## src/hdl/ecss_pkg.sv

```systemverilog
// Shared types and constants of the event countdown display.
// Depends on nothing; the divider, the top level and the checker refer to it by scoped names.
package ecss_pkg;

  localparam logic [1:0] CMD_WRITE = 2'd0;
  localparam logic [1:0] CMD_TIME  = 2'd1;
  localparam logic [1:0] CMD_SCAN  = 2'd2;

  localparam logic KIND_TIME = 1'b0;
  localparam logic KIND_SCAN = 1'b1;

  localparam logic [4:0] SEG_E     = 5'd14;
  localparam logic [4:0] SEG_MINUS = 5'd16;
  localparam logic [4:0] SEG_C     = 5'd17;

  localparam logic [7:0] PAT_E     = 8'b11010011;
  localparam logic [7:0] PAT_ZERO  = 8'b10111011;
  localparam logic [7:0] PAT_C     = 8'b10010011;
  localparam logic [7:0] PAT_MINUS = 8'b01000000;
  localparam logic [7:0] PAT_DOT   = 8'b10000000;

  localparam logic [31:0] MAX_START_MIN = 32'd99;
  localparam logic [31:0] MAX_END_MIN   = 32'd999;

  // 2^37/60 and 2^11/10 rounded up; exact for 32-bit and 10-bit dividends
  localparam logic [31:0] RECIP_MINUTE  = 32'h8888_8889;
  localparam logic [31:0] RECIP_DECIMAL = 32'd205;
  localparam int unsigned SHIFT_MINUTE  = 37;
  localparam int unsigned SHIFT_DECIMAL = 11;

  typedef enum logic [7:0] {
    ST_CLEAR = 8'b00000001,
    ST_IDLE  = 8'b00000010,
    ST_WALK  = 8'b00000100,
    ST_CMP   = 8'b00001000,
    ST_DIV60 = 8'b00010000,
    ST_DIGA  = 8'b00100000,
    ST_DIGB  = 8'b01000000,
    ST_SHOW  = 8'b10000000
  } state_e;

  typedef struct packed {
    logic        start;
    logic        by_ten;
    logic [31:0] dividend;
  } div_req_t;

  typedef struct packed {
    logic        done;
    logic [31:0] quot;
    logic [5:0]  rem;
  } div_rsp_t;

  function automatic logic [7:0] seg_pattern(input logic [4:0] code);
    logic [7:0] pat;
    unique case (code)
      5'd0:    pat = 8'hBB;
      5'd1:    pat = 8'h28;
      5'd2:    pat = 8'h73;
      5'd3:    pat = 8'h79;
      5'd4:    pat = 8'hE8;
      5'd5:    pat = 8'hD9;
      5'd6:    pat = 8'hDB;
      5'd7:    pat = 8'h38;
      5'd8:    pat = 8'hFB;
      5'd9:    pat = 8'hF9;
      5'd10:   pat = 8'hFA;
      5'd11:   pat = 8'hCB;
      5'd12:   pat = 8'h43;
      5'd13:   pat = 8'h6B;
      5'd14:   pat = 8'hD3;
      5'd15:   pat = 8'hD2;
      5'd16:   pat = 8'h40;
      5'd17:   pat = 8'h93;
      default: pat = 8'h00;
    endcase
    return pat;
  endfunction

endpackage

```

## src/hdl/ecss_div.sv

```systemverilog
// Shared divider by 60 or by 10: one reciprocal multiplier, with operand, product and result registers in turn.
// Depends on ecss_pkg for the request and response structs and the reciprocals.
module ecss_div (
  input  logic               clk_i,
  input  logic               rst_ni,
  input  ecss_pkg::div_req_t req_i,
  output ecss_pkg::div_rsp_t rsp_o
);

  logic        load_q, load_d;
  logic        mul_q, mul_d;
  logic        done_q, done_d;
  logic        ten_q, ten_d;
  logic [31:0] opd_q, opd_d;
  logic [63:0] prod_q, prod_d;
  logic [31:0] quo_q, quo_d;
  logic [5:0]  rem_q, rem_d;
  logic [31:0] recip;
  logic [31:0] quot;
  logic [5:0]  back;

  assign load_d = req_i.start;
  assign mul_d  = load_q;
  assign done_d = mul_q;

  assign recip = ten_q ? ecss_pkg::RECIP_DECIMAL : ecss_pkg::RECIP_MINUTE;
  assign quot  = ten_q ? prod_q[ecss_pkg::SHIFT_DECIMAL +: 32]
                       : 32'(prod_q[63:ecss_pkg::SHIFT_MINUTE]);
  // low six bits of quot * divisor; the remainder fits in six bits
  assign back  = ten_q ? ({quot[2:0], 3'b000} + {quot[4:0], 1'b0})
                       : (6'd0 - {quot[3:0], 2'b00});

  always_comb begin
    ten_d  = ten_q;
    opd_d  = opd_q;
    prod_d = prod_q;
    quo_d  = quo_q;
    rem_d  = rem_q;
    if (req_i.start) begin
      ten_d = req_i.by_ten;
      opd_d = req_i.dividend;
    end
    if (load_q) begin
      prod_d = 64'(opd_q) * 64'(recip);
    end
    if (mul_q) begin
      quo_d = quot;
      rem_d = opd_q[5:0] - back;
    end
  end

  always_ff @(posedge clk_i or negedge rst_ni) begin
    if (!rst_ni) begin
      load_q <= 1'b0;
      mul_q  <= 1'b0;
      done_q <= 1'b0;
    end else begin
      load_q <= load_d;
      mul_q  <= mul_d;
      done_q <= done_d;
    end
  end

  always_ff @(posedge clk_i) begin
    ten_q  <= ten_d;
    opd_q  <= opd_d;
    prod_q <= prod_d;
    quo_q  <= quo_d;
    rem_q  <= rem_d;
  end

  assign rsp_o.done = done_q;
  assign rsp_o.quot = quo_q;
  assign rsp_o.rem  = rem_q;

endmodule

```

## src/hdl/ecss_mem.sv

```systemverilog
// Schedule store: one write port, one read port with registered data.
// No package dependency; depth comes from the top level.
module ecss_mem #(
  parameter int unsigned DEPTH = 64,
  localparam int unsigned AW = $clog2(DEPTH)
) (
  input  logic          clk_i,
  input  logic          we_i,
  input  logic [AW-1:0] waddr_i,
  input  logic [31:0]   wdata_i,
  input  logic          re_i,
  input  logic [AW-1:0] raddr_i,
  output logic [31:0]   rdata_o
);

  logic [31:0] mem_q [DEPTH];
  logic [31:0] rdata_q;

  always_ff @(posedge clk_i) begin
    if (we_i) begin
      mem_q[waddr_i] <= wdata_i;
    end
  end

  always_ff @(posedge clk_i) begin
    if (re_i) begin
      rdata_q <= mem_q[raddr_i];
    end
  end

  assign rdata_o = rdata_q;

endmodule

```

## src/hdl/event_countdown_seven_segment.sv

```systemverilog
// Top level: sequencer that walks the schedule and formats the countdown display.
// Depends on ecss_pkg, ecss_mem (schedule store) and ecss_div (shared divider).
//
//  channel | handshake               | beat fields
//  --------+-------------------------+-----------------------------------------------
//  in      | start / busy            | cmd_i entry_index_i entry_time_i now_i
//  out     | result_strobe_o (1 cyc) | result_kind_o left/middle/right_pattern_o
//          |                         | entry_position_o schedule_done_o
//          |                         | digit_enable_o scan_segments_o
//
// Write beats complete in the idle state without raising busy; a scan beat gives its result on the next cycle.
// A time beat holds busy while it walks past entries that are already due, then for up to three
// divides (by 60, then by 10 once or twice) on the shared divider; the result is strobed in the
// cycle in which busy drops.
// After reset a clearing pass writes zero to every entry of the store; busy is high.
// Results are strobed for one cycle and are not held off by the receiver.
module event_countdown_seven_segment #(
  parameter int unsigned SCHEDULE_DEPTH = 64
) (
  input  logic        clk_i,
  input  logic        rst_ni,
  input  logic        start,
  output logic        busy,
  input  logic [1:0]  cmd_i,
  input  logic [5:0]  entry_index_i,
  input  logic [31:0] entry_time_i,
  input  logic [31:0] now_i,
  output logic        result_strobe_o,
  output logic        result_kind_o,
  output logic [7:0]  left_pattern_o,
  output logic [7:0]  middle_pattern_o,
  output logic [7:0]  right_pattern_o,
  output logic [6:0]  entry_position_o,
  output logic        schedule_done_o,
  output logic [2:0]  digit_enable_o,
  output logic [7:0]  scan_segments_o
);

  localparam int unsigned AW = $clog2(SCHEDULE_DEPTH);
  localparam int unsigned PW = $clog2(SCHEDULE_DEPTH + 1);

  ecss_pkg::state_e state_q, state_d;

  logic [PW-1:0] ptr_q, ptr_d;
  logic [AW-1:0] clr_q, clr_d;
  logic [31:0]   now_q, now_d;
  logic          flag_q, flag_d;
  logic [3:0]    low_q, low_d;
  logic [1:0]    scan_q, scan_d;
  logic [7:0]    shown_q [3];
  logic [7:0]    shown_d [3];

  logic       strobe_q, strobe_d;
  logic       kind_q, kind_d;
  logic [7:0] left_q, left_d;
  logic [7:0] mid_q, mid_d;
  logic [7:0] right_q, right_d;
  logic [6:0] pos_q, pos_d;
  logic       sdone_q, sdone_d;
  logic [2:0] den_q, den_d;
  logic [7:0] sseg_q, sseg_d;

  logic          mem_we;
  logic [AW-1:0] mem_waddr;
  logic [31:0]   mem_wdata;
  logic          mem_re;
  logic [31:0]   mem_rdata;

  ecss_pkg::div_req_t div_req;
  ecss_pkg::div_rsp_t div_rsp;

  logic [31:0] idx_ext;
  logic [31:0] ptr_ext;
  logic [1:0]  scan_pos;
  logic        ptr_at_end;
  logic        over_limit;

  assign idx_ext    = 32'(entry_index_i);
  assign ptr_ext    = 32'(ptr_q);
  assign scan_pos   = (scan_q == 2'd3) ? 2'd0 : scan_q;
  assign ptr_at_end = ptr_q == PW'(SCHEDULE_DEPTH);
  assign over_limit = ptr_q[0] ? (div_rsp.quot > ecss_pkg::MAX_END_MIN)
                               : (div_rsp.quot > ecss_pkg::MAX_START_MIN);

  ecss_mem #(
    .DEPTH (SCHEDULE_DEPTH)
  ) u_mem (
    .clk_i   (clk_i),
    .we_i    (mem_we),
    .waddr_i (mem_waddr),
    .wdata_i (mem_wdata),
    .re_i    (mem_re),
    .raddr_i (ptr_q[AW-1:0]),
    .rdata_o (mem_rdata)
  );

  ecss_div u_div (
    .clk_i  (clk_i),
    .rst_ni (rst_ni),
    .req_i  (div_req),
    .rsp_o  (div_rsp)
  );

  always_comb begin
    state_d   = state_q;
    ptr_d     = ptr_q;
    clr_d     = clr_q;
    now_d     = now_q;
    flag_d    = flag_q;
    low_d     = low_q;
    scan_d    = scan_q;
    shown_d   = shown_q;
    strobe_d  = 1'b0;
    kind_d    = kind_q;
    left_d    = left_q;
    mid_d     = mid_q;
    right_d   = right_q;
    pos_d     = pos_q;
    sdone_d   = sdone_q;
    den_d     = den_q;
    sseg_d    = sseg_q;
    mem_we    = 1'b0;
    mem_waddr = clr_q;
    mem_wdata = '0;
    mem_re    = 1'b0;
    div_req   = '0;

    unique case (state_q)
      ecss_pkg::ST_CLEAR: begin
        mem_we = 1'b1;
        clr_d  = clr_q + AW'(1);
        if (clr_q == AW'(SCHEDULE_DEPTH - 1)) begin
          state_d = ecss_pkg::ST_IDLE;
        end
      end
      ecss_pkg::ST_IDLE: begin
        if (start) begin
          unique case (cmd_i)
            ecss_pkg::CMD_WRITE: begin
              if (idx_ext < 32'(SCHEDULE_DEPTH)) begin
                mem_we    = 1'b1;
                mem_waddr = idx_ext[AW-1:0];
                mem_wdata = entry_time_i;
              end
            end
            ecss_pkg::CMD_TIME: begin
              now_d   = now_i;
              state_d = ecss_pkg::ST_WALK;
            end
            ecss_pkg::CMD_SCAN: begin
              strobe_d = 1'b1;
              kind_d   = ecss_pkg::KIND_SCAN;
              left_d   = '0;
              mid_d    = '0;
              right_d  = '0;
              pos_d    = '0;
              sdone_d  = 1'b0;
              sseg_d   = shown_q[scan_pos];
              unique case (scan_pos)
                2'd1:    den_d = 3'b010;
                2'd2:    den_d = 3'b100;
                default: den_d = 3'b001;
              endcase
              scan_d = (scan_pos == 2'd2) ? 2'd0 : scan_pos + 2'd1;
            end
            default: ;
          endcase
        end
      end
      ecss_pkg::ST_WALK: begin
        if (ptr_at_end) begin
          flag_d  = 1'b1;
          shown_d = '{ecss_pkg::PAT_E, ecss_pkg::PAT_ZERO, ecss_pkg::PAT_C};
          state_d = ecss_pkg::ST_SHOW;
        end else begin
          mem_re  = 1'b1;
          state_d = ecss_pkg::ST_CMP;
        end
      end
      ecss_pkg::ST_CMP: begin
        if (mem_rdata == '0) begin
          flag_d  = 1'b1;
          shown_d = '{ecss_pkg::PAT_E, ecss_pkg::PAT_ZERO, ecss_pkg::PAT_C};
          state_d = ecss_pkg::ST_SHOW;
        end else if (mem_rdata < now_q) begin
          ptr_d   = ptr_q + PW'(1);
          state_d = ecss_pkg::ST_WALK;
        end else begin
          flag_d           = 1'b0;
          div_req.start    = 1'b1;
          div_req.dividend = mem_rdata - now_q;
          state_d          = ecss_pkg::ST_DIV60;
        end
      end
      ecss_pkg::ST_DIV60: begin
        if (div_rsp.done) begin
          if (over_limit) begin
            shown_d = '{ecss_pkg::PAT_MINUS, ecss_pkg::PAT_MINUS, ecss_pkg::PAT_DOT};
            state_d = ecss_pkg::ST_SHOW;
          end else begin
            div_req.start    = 1'b1;
            div_req.by_ten   = 1'b1;
            div_req.dividend = div_rsp.quot;
            state_d          = ecss_pkg::ST_DIGA;
          end
        end
      end
      ecss_pkg::ST_DIGA: begin
        if (div_rsp.done) begin
          if (!ptr_q[0]) begin
            shown_d = '{ecss_pkg::seg_pattern(ecss_pkg::SEG_MINUS),
                        ecss_pkg::seg_pattern({1'b0, div_rsp.quot[3:0]}),
                        ecss_pkg::seg_pattern({1'b0, div_rsp.rem[3:0]})};
            state_d = ecss_pkg::ST_SHOW;
          end else begin
            low_d            = div_rsp.rem[3:0];
            div_req.start    = 1'b1;
            div_req.by_ten   = 1'b1;
            div_req.dividend = div_rsp.quot;
            state_d          = ecss_pkg::ST_DIGB;
          end
        end
      end
      ecss_pkg::ST_DIGB: begin
        if (div_rsp.done) begin
          shown_d = '{ecss_pkg::seg_pattern({1'b0, div_rsp.quot[3:0]}),
                      ecss_pkg::seg_pattern({1'b0, div_rsp.rem[3:0]}),
                      ecss_pkg::seg_pattern({1'b0, low_q})};
          state_d = ecss_pkg::ST_SHOW;
        end
      end
      ecss_pkg::ST_SHOW: begin
        strobe_d = 1'b1;
        kind_d   = ecss_pkg::KIND_TIME;
        left_d   = shown_q[0];
        mid_d    = shown_q[1];
        right_d  = shown_q[2];
        pos_d    = ptr_ext[6:0];
        sdone_d  = flag_q;
        den_d    = '0;
        sseg_d   = '0;
        state_d  = ecss_pkg::ST_IDLE;
      end
      default: state_d = ecss_pkg::ST_IDLE;
    endcase
  end

  always_ff @(posedge clk_i or negedge rst_ni) begin
    if (!rst_ni) begin
      state_q  <= ecss_pkg::ST_CLEAR;
      ptr_q    <= '0;
      clr_q    <= '0;
      scan_q   <= '0;
      shown_q  <= '{default: 8'h00};
      strobe_q <= 1'b0;
    end else begin
      state_q  <= state_d;
      ptr_q    <= ptr_d;
      clr_q    <= clr_d;
      scan_q   <= scan_d;
      shown_q  <= shown_d;
      strobe_q <= strobe_d;
    end
  end

  always_ff @(posedge clk_i) begin
    now_q   <= now_d;
    flag_q  <= flag_d;
    low_q   <= low_d;
    kind_q  <= kind_d;
    left_q  <= left_d;
    mid_q   <= mid_d;
    right_q <= right_d;
    pos_q   <= pos_d;
    sdone_q <= sdone_d;
    den_q   <= den_d;
    sseg_q  <= sseg_d;
  end

  assign busy             = state_q != ecss_pkg::ST_IDLE;
  assign result_strobe_o  = strobe_q;
  assign result_kind_o    = kind_q;
  assign left_pattern_o   = left_q;
  assign middle_pattern_o = mid_q;
  assign right_pattern_o  = right_q;
  assign entry_position_o = pos_q;
  assign schedule_done_o  = sdone_q;
  assign digit_enable_o   = den_q;
  assign scan_segments_o  = sseg_q;

endmodule

```

## config.mk

```make
export PLATFORM = sky130hd
export DESIGN_NAME = event_countdown_seven_segment
export DESIGN_NICKNAME = d
export VERILOG_FILES = /design/src/hdl/ecss_pkg.sv /design/src/hdl/ecss_div.sv /design/src/hdl/ecss_mem.sv /design/src/hdl/event_countdown_seven_segment.sv
export SDC_FILE = /design/constraint.sdc
export NUM_CORES = 2
export LEC_CHECK = 0
export BUFFER_PORTS_ARGS = -buffer_cell sky130_fd_sc_hd__buf_2
export CAP_MARGIN = 10
export CORE_MARGIN = 2
export CORE_UTILIZATION = 31
export CTS_CLUSTER_DIAMETER = 60
export DETAILED_ROUTE_END_ITERATION = 8
export GPL_ROUTABILITY_DRIVEN = 0
export PLACE_DENSITY = 0.51
export REMOVE_ABC_BUFFERS = 1
export SYNTH_ARGS = -nofsm -noshare
export SYNTH_HDL_FRONTEND = slang
export SYNTH_SLANG_ARGS = --single-unit
```

## constraint.sdc

```tcl
create_clock -name clk_i -period 17.9 [get_ports clk_i]
set_input_delay 3.58 -clock clk_i [delete_from_list [all_inputs] [get_ports clk_i]]
set_output_delay 3.58 -clock clk_i [all_outputs]
set_load 0.01 [all_outputs]
```

# Yosys cells after proc, flatten, opt, wreduce, memory -nomap -nowiden

Memories as Yosys holds them, arrays and structs flattened. A register that Yosys moved wholly into a read port is not among the register bits.
Cells that the tools add are included.

Bits in registers: 265
Bits in latches: 0
RAM bits: 2048
Memory bits (read-only): 560
Input port bits: 75
Output and inout port bits: 46
Word-level logic and storage cells: 179
Memories kept: 6

$add $sub $neg: 7
Multiply operators: 1
Divide/modulo/power cells: 0
Magnitude comparators: 5
Equality and inequality tests: 28
Shift operators: 0
Mux-type cells: 89
Bitwise operators: 2
Reduce and logical (&&, ||, !) cells: 13

Memory list:

| memory           | words | width | read ports | clocked after memory_dff | wr ports | line           | text |
|---|---|---|---|---|---|---|---|
| u_mem.mem_q      | 64    | 32    | 1          | 1                        | 1        | ecss_mem.sv:16 | `logic [31:0] mem_q [DEPTH];` |
| (name not given) | 16    | 7     | 1          | 1                        | 0        | ecss_pkg.sv:56 | `unique case (code)` |
| (name not given) | 16    | 7     | 1          | 1                        | 0        | ecss_pkg.sv:56 |  |
| (name not given) | 16    | 7     | 1          | 1                        | 0        | ecss_pkg.sv:56 |  |
| (name not given) | 16    | 7     | 1          | 1                        | 0        | ecss_pkg.sv:56 |  |
| (name not given) | 16    | 7     | 1          | 1                        | 0        | ecss_pkg.sv:56 |  |

Operators by type and width:

| operator                                                               | number |
|---|---|
| 32-bit two-way mux                                                     | 7 |
| 24-bit two-way mux                                                     | 7 |
| 34-bit two-way mux                                                     | 4 |
| 8-bit two-way mux                                                      | 16 |
| 24-bit one-hot mux with 5 select lines                                 | 1 |
| 32-bit one-hot mux with 3 select lines                                 | 1 |
| 32-bit by 32-bit multiplier with 64-bit output                         | 1 |
| 8-bit one-hot mux with 2 select lines                                  | 4 |
| 8-bit one-hot mux with 7 select lines                                  | 1 |
| 32-bit by 10-bit > comparator with 1-bit output, second input constant | 1 |
| 32-bit by 7-bit > comparator with 1-bit output, second input constant  | 1 |
| 32-bit zero test                                                       | 1 |
| 32-bit less-than comparator                                            | 1 |
| 32-bit subtractor                                                      | 1 |
| 27-bit two-way mux                                                     | 1 |
| 4-bit two-way mux                                                      | 6 |
| 6-bit two-way mux                                                      | 4 |
| 1-bit two-way mux                                                      | 19 |
| 3-bit AND reduction                                                    | 6 |
| 8-bit binary-select mux with 2-bit select                              | 1 |
| 7-bit two-way mux                                                      | 2 |
| 2-bit != test, second input constant                                   | 7 |
| 7-bit one-hot mux with 2 select lines                                  | 1 |
| 1-bit one-hot mux with 2 select lines                                  | 6 |
| other kinds (35)                                                       | 45 |

# Depth between registers and ports, before layout

Depth in word-level cells: 9
Gate-level depth with buffers: 29
Depth with buffers taken out: 26

# By module

A second synthesis with hierarchy kept.

Cell total of the unflattened synthesis: 6096
Area, all modules: 105656.3 um^2

Modules (own cells, without submodules):

| module                        | times used | cells an instance | area each (um^2) | sequential area each (um^2) |
|---|---|---|---|---|
| ecss_mem                      | 1          | 3511              | 79359.9          | 62459.9 |
| ecss_div                      | 1          | 1711              | 17873.4          | 3798.6 |
| event_countdown_seven_segment | 1          | 874               | 8423.1           | 3579.7 |

# Worst setup path before layout

OpenSTA, ideal clock, no wires.

Path type: reg-to-reg
Start point: register u_div.ten_q
End point: register u_div.prod_q[57], data pin
Library setup time: 158 ps
Arrival time: 6906 ps
Data required time: 17742 ps
Path slack: 10836 ps
Stages on the path, launching flop included: 28
Path buffers: 3
Clock period less this slack: 7064 ps
Cell sequence: edfxtp_1 > buf_4 > clkbuf_1 > clkbuf_1 > and2_1 > ha_1 > ha_1 > fa_1 > inv_1 > fa_1 > fa_1 > inv_1 > fa_1 > fa_1 > inv_1 > fa_1 > inv_1 > ha_1 > a21o_1 > a21o_1 > a21o_1 > a211oi_1 > nand2_1 > o211ai_1 > a21o_1 > a21o_1 > mux2_1 > a211oi_2

Cells in the longest elaborated chain, start to end: 2

Ends and longest elaborated chain:

| what                                           | line           | text |
|---|---|---|
| from (decl)                                    | ecss_div.sv:13 | `logic ten_q, ten_d;` |
| from (signal assigned)                         | ecss_div.sv:65 | `ten_q <= ten_d;` |
| 32-bit two-way mux                             | ecss_div.sv:26 | `assign recip = ten_q ? ecss_pkg::RECIP_DECIMAL : ecss_pkg::RECIP_MINUTE;` |
| 32-bit by 32-bit multiplier with 64-bit output | ecss_div.sv:44 | `prod_d = 64'(opd_q) * 64'(recip);` |
| to (signal assigned)                           | ecss_div.sv:67 | `prod_q <= prod_d;` |
| to (decl)                                      | ecss_div.sv:15 | `logic [63:0] prod_q, prod_d;` |

No other way between the ends.
A chain may end at the register's enable or synchronous reset.

# Worst setup path after layout

Start point: register u_div.ten_q
End point: register u_div.prod_q[58], data pin

Same word-level chain as after synthesis.

==> run metrics <==
core area 336000 um^2; Critical R2R Launch u_div.ten_q; CTS tree built; Setup Skew 0.0807 ns; Cells after Synth 5489; Root Driver clkbuf_16; die width 585 um; Final Max Tran Viols 0; Area Growth Syn to Fin 13.9%; total power draw 16.9 mW; Worst Tran Pin Value 1.23 ns; Reg clk slew, reported paths 0.06 ns; Synthesis Warnings 0; final layout net count 6444; post-route ant nets 0; fraction of layout cells with a size suffix above 1 23.8%; Async SR Flop Fraction 2.04%; Reg2Reg Setup Slack 9.76 ns; syn avg cell area 19.1 um^2; # rows 213; CP Launch Type flop; cells taking the most area after synthesis edfxtp_1, mux4_2, ha_1, fa_1, inv_1; clock tree sinks 2348; average wire per standard cell 27.6 um; total track usage 16.7%; Die Span Y 585 um; gr ovfl total 0; Max IR drop VDD 0.189 mV; critical-path maximum fanout 63; top-area cell type share of the netlist area 65.4%; Finished Cell Area 119000 um^2; TritonCTS Buffers 233; clk buf depth 4; Synth top cells by count edfxtp_1, mux4_2, inv_1; CP endpoint kind flop; port bufs 116; RSZ-0062 raised after global routing no; status complete, no violations; DR pass1 iterations 5; Placed Area 111000 um^2; Clk Latency, worst-skew pair 0.92 ns; cts hold-fix bufs 0; first-pass GRT wire length 409000 um; Pwr per Cell Area 142 nW/um^2; post-synthesis cell type count 81; initial antenna violation count 26; Post-CTS Setup Repair Bufs 0; Starting DRT DRC Count 5314; WP data arrival 8.74 ns; sequential fraction of the synthesis area 67.0%; fin crit period 8.14 ns; leak pwr 42.2 nW; reg2reg end u_div.prod_q[58]; post_cts resized 0; Hold EP low_q[2]; Post-Syn Area 105000 um^2; slew margin rel. 18.3%; CP Class flop to flop; final core utilization 35.4%; Finished Layout Cells 10500; max cap viols 0; most used flip-flop cell after synthesis edfxtp_1; fin crit share 45.5%; final setup fails 0; min-delay worst type flop to flop; number of synthesized flops with an enable pin 2279; most frequent cell after synthesis edfxtp_1; cell accounting for the most synthesized area edfxtp_1; final WL 288000 um; drt via density 5.09; H-tree levels 4; Vias 53200; io pins 121; R2R depth 26; Fin. Hold Viols 0; flops & latches, synth 2348; Hold Crit Depth 0; largest net degree at the start of global routing 122; Starting Density 31.1%; hold path startpoint u_div.rem_q[2]; vias in the first global route 55000; post-detail-place hpwl 176000 um; total die area 342000 um^2; fmax 123 MHz; total placed cells including tap cells 10000; number of remaining DRC errors 0; WP data required 18.50 ns
## power by group
part	switching [mW]	internal [mW]
clock	2.08	2.73
sequential	0.106	6.32
combinational	3.30	2.38
total	5.49	11.4
## metal layers
metal  track usage (%)  share of wire (%)  wire length (um)  vias up
li1                  -                  -                 -    22200
met5                 0              0.014                41        -
met3              2.37                6.2             17900      345
met2              26.6                 47            136000     1604
met1              24.3                 45            129000    29000
met4              3.67                2.1              6020        6
## registers in the layout (all words and copies together), names as in the netlist, 7 cells and up, named ones only
register          cells
scan_segments_o       7
u_mem.rdata_o        32
u_div.prod_q         53
state_q               8
left_pattern_o        7
u_mem.mem_q        2048
entry_position_o      7
right_pattern_o       7
now_q                32
middle_pattern_o      7
shown_q              21
ptr_q                 7
u_div.quo_q          32
u_div.opd_q          32
## area by class of cell
class	instances	area, um^2
Fill cell	31400	217000
Inverter	448	1680
Clock buffer	270	6000
Multi-Input combinational cell	2471	32500
Sequential cell	2348	70100
Clock inverter	149	1390
Timing Repair Buffer	245	1810
Antenna cell	5	12.5
Tap cell	4515	5650
## worst max-delay path by stage
stage	start	endpoint	slack, ns	cells past startpoint
after CTS	u_div.ten_q	u_div.prod_q[58]	9.73	26
after global placement	u_div.ten_q	u_div.prod_q[58]	9.72	26
final	u_div.ten_q	u_div.prod_q[58]	9.76	26
after detailed placement	u_div.ten_q	u_div.prod_q[58]	9.73	26
after global routing	u_div.ten_q	u_div.prod_q[58]	9.36	26
after floorplan	ptr_q[0]	shown_q[7]	-9.15	5
## stage by stage
| stage | hold slack (ns) | worst slack (ns) | TNS, ns |
|---|---|---|---|
| final | 0.489 | 9.76 | 0 |
| after CTS | 0.495 | 9.73 | 0 |
| after global placement | 0.481 | 9.72 | 0 |
| after floorplan | 0.428 | -9.15 | -987.88 |
| after detailed placement | 0.494 | 9.73 | 0 |
| after global routing | 0.512 | 9.36 | 0 |
## placed cells by master, fill, tap and decap left out, types with 34 or more instances in the layout
master | netlist | routed
a21o_1 | 53 | 53
clkbuf_1 | 144 | 34
ha_1 | 396 | 396
clkbuf_16 | 0 | 233
nor2b_1 | 35 | 35
nand2_1 | 91 | 91
mux2_2 | 34 | 34
buf_4 | 13 | 110
a21oi_1 | 150 | 150
o21ai_0 | 59 | 59
nor2_4 | 0 | 64
and2_1 | 104 | 72
clkinv_1 | 0 | 58
xnor2_1 | 59 | 59
clkinv_2 | 0 | 49
buf_2 | 43 | 116
fa_1 | 226 | 226
inv_1 | 448 | 448
dfrtp_1 | 47 | 39
mux4_2 | 673 | 673
nor2_1 | 189 | 125
edfxtp_1 | 2279 | 2279
xor2_1 | 36 | 36
## cell families after synthesis
group	Yosys count	share of synthesized area, %
DFF	2348	67.0
muxes	726	15.0
buffers and inverters	673	2.53
adders and majority gates	622	9.06
and+or+nand+nor	594	2.87
AOI/OAI and AO/OA	430	2.72
xor gates and xnor gates	95	0.795
other	1	0.00359
## worst max-delay path, cell delays in order (launching register included)
cell	delay, ns
edfxtp_1	0.33
buf_4	0.46
buf_4	0.59
and2_1	0.21
ha_1	0.24
ha_1	0.32
fa_1	0.51
fa_1	0.55
inv_1	0.05
fa_1	0.51
inv_1	0.06
fa_1	0.44
fa_1	0.51
inv_1	0.05
fa_1	0.48
inv_1	0.04
ha_1	0.41
nand2_1	0.14
o21ai_0	0.21
nor2_1	0.10
and2_1	0.15
o41a_1	0.39
a2111oi_2	0.37
o21ai_1	0.19
and3_1	0.21
o31ai_1	0.26
a21oi_1	0.08
Power figures use the tool's default switching activity.
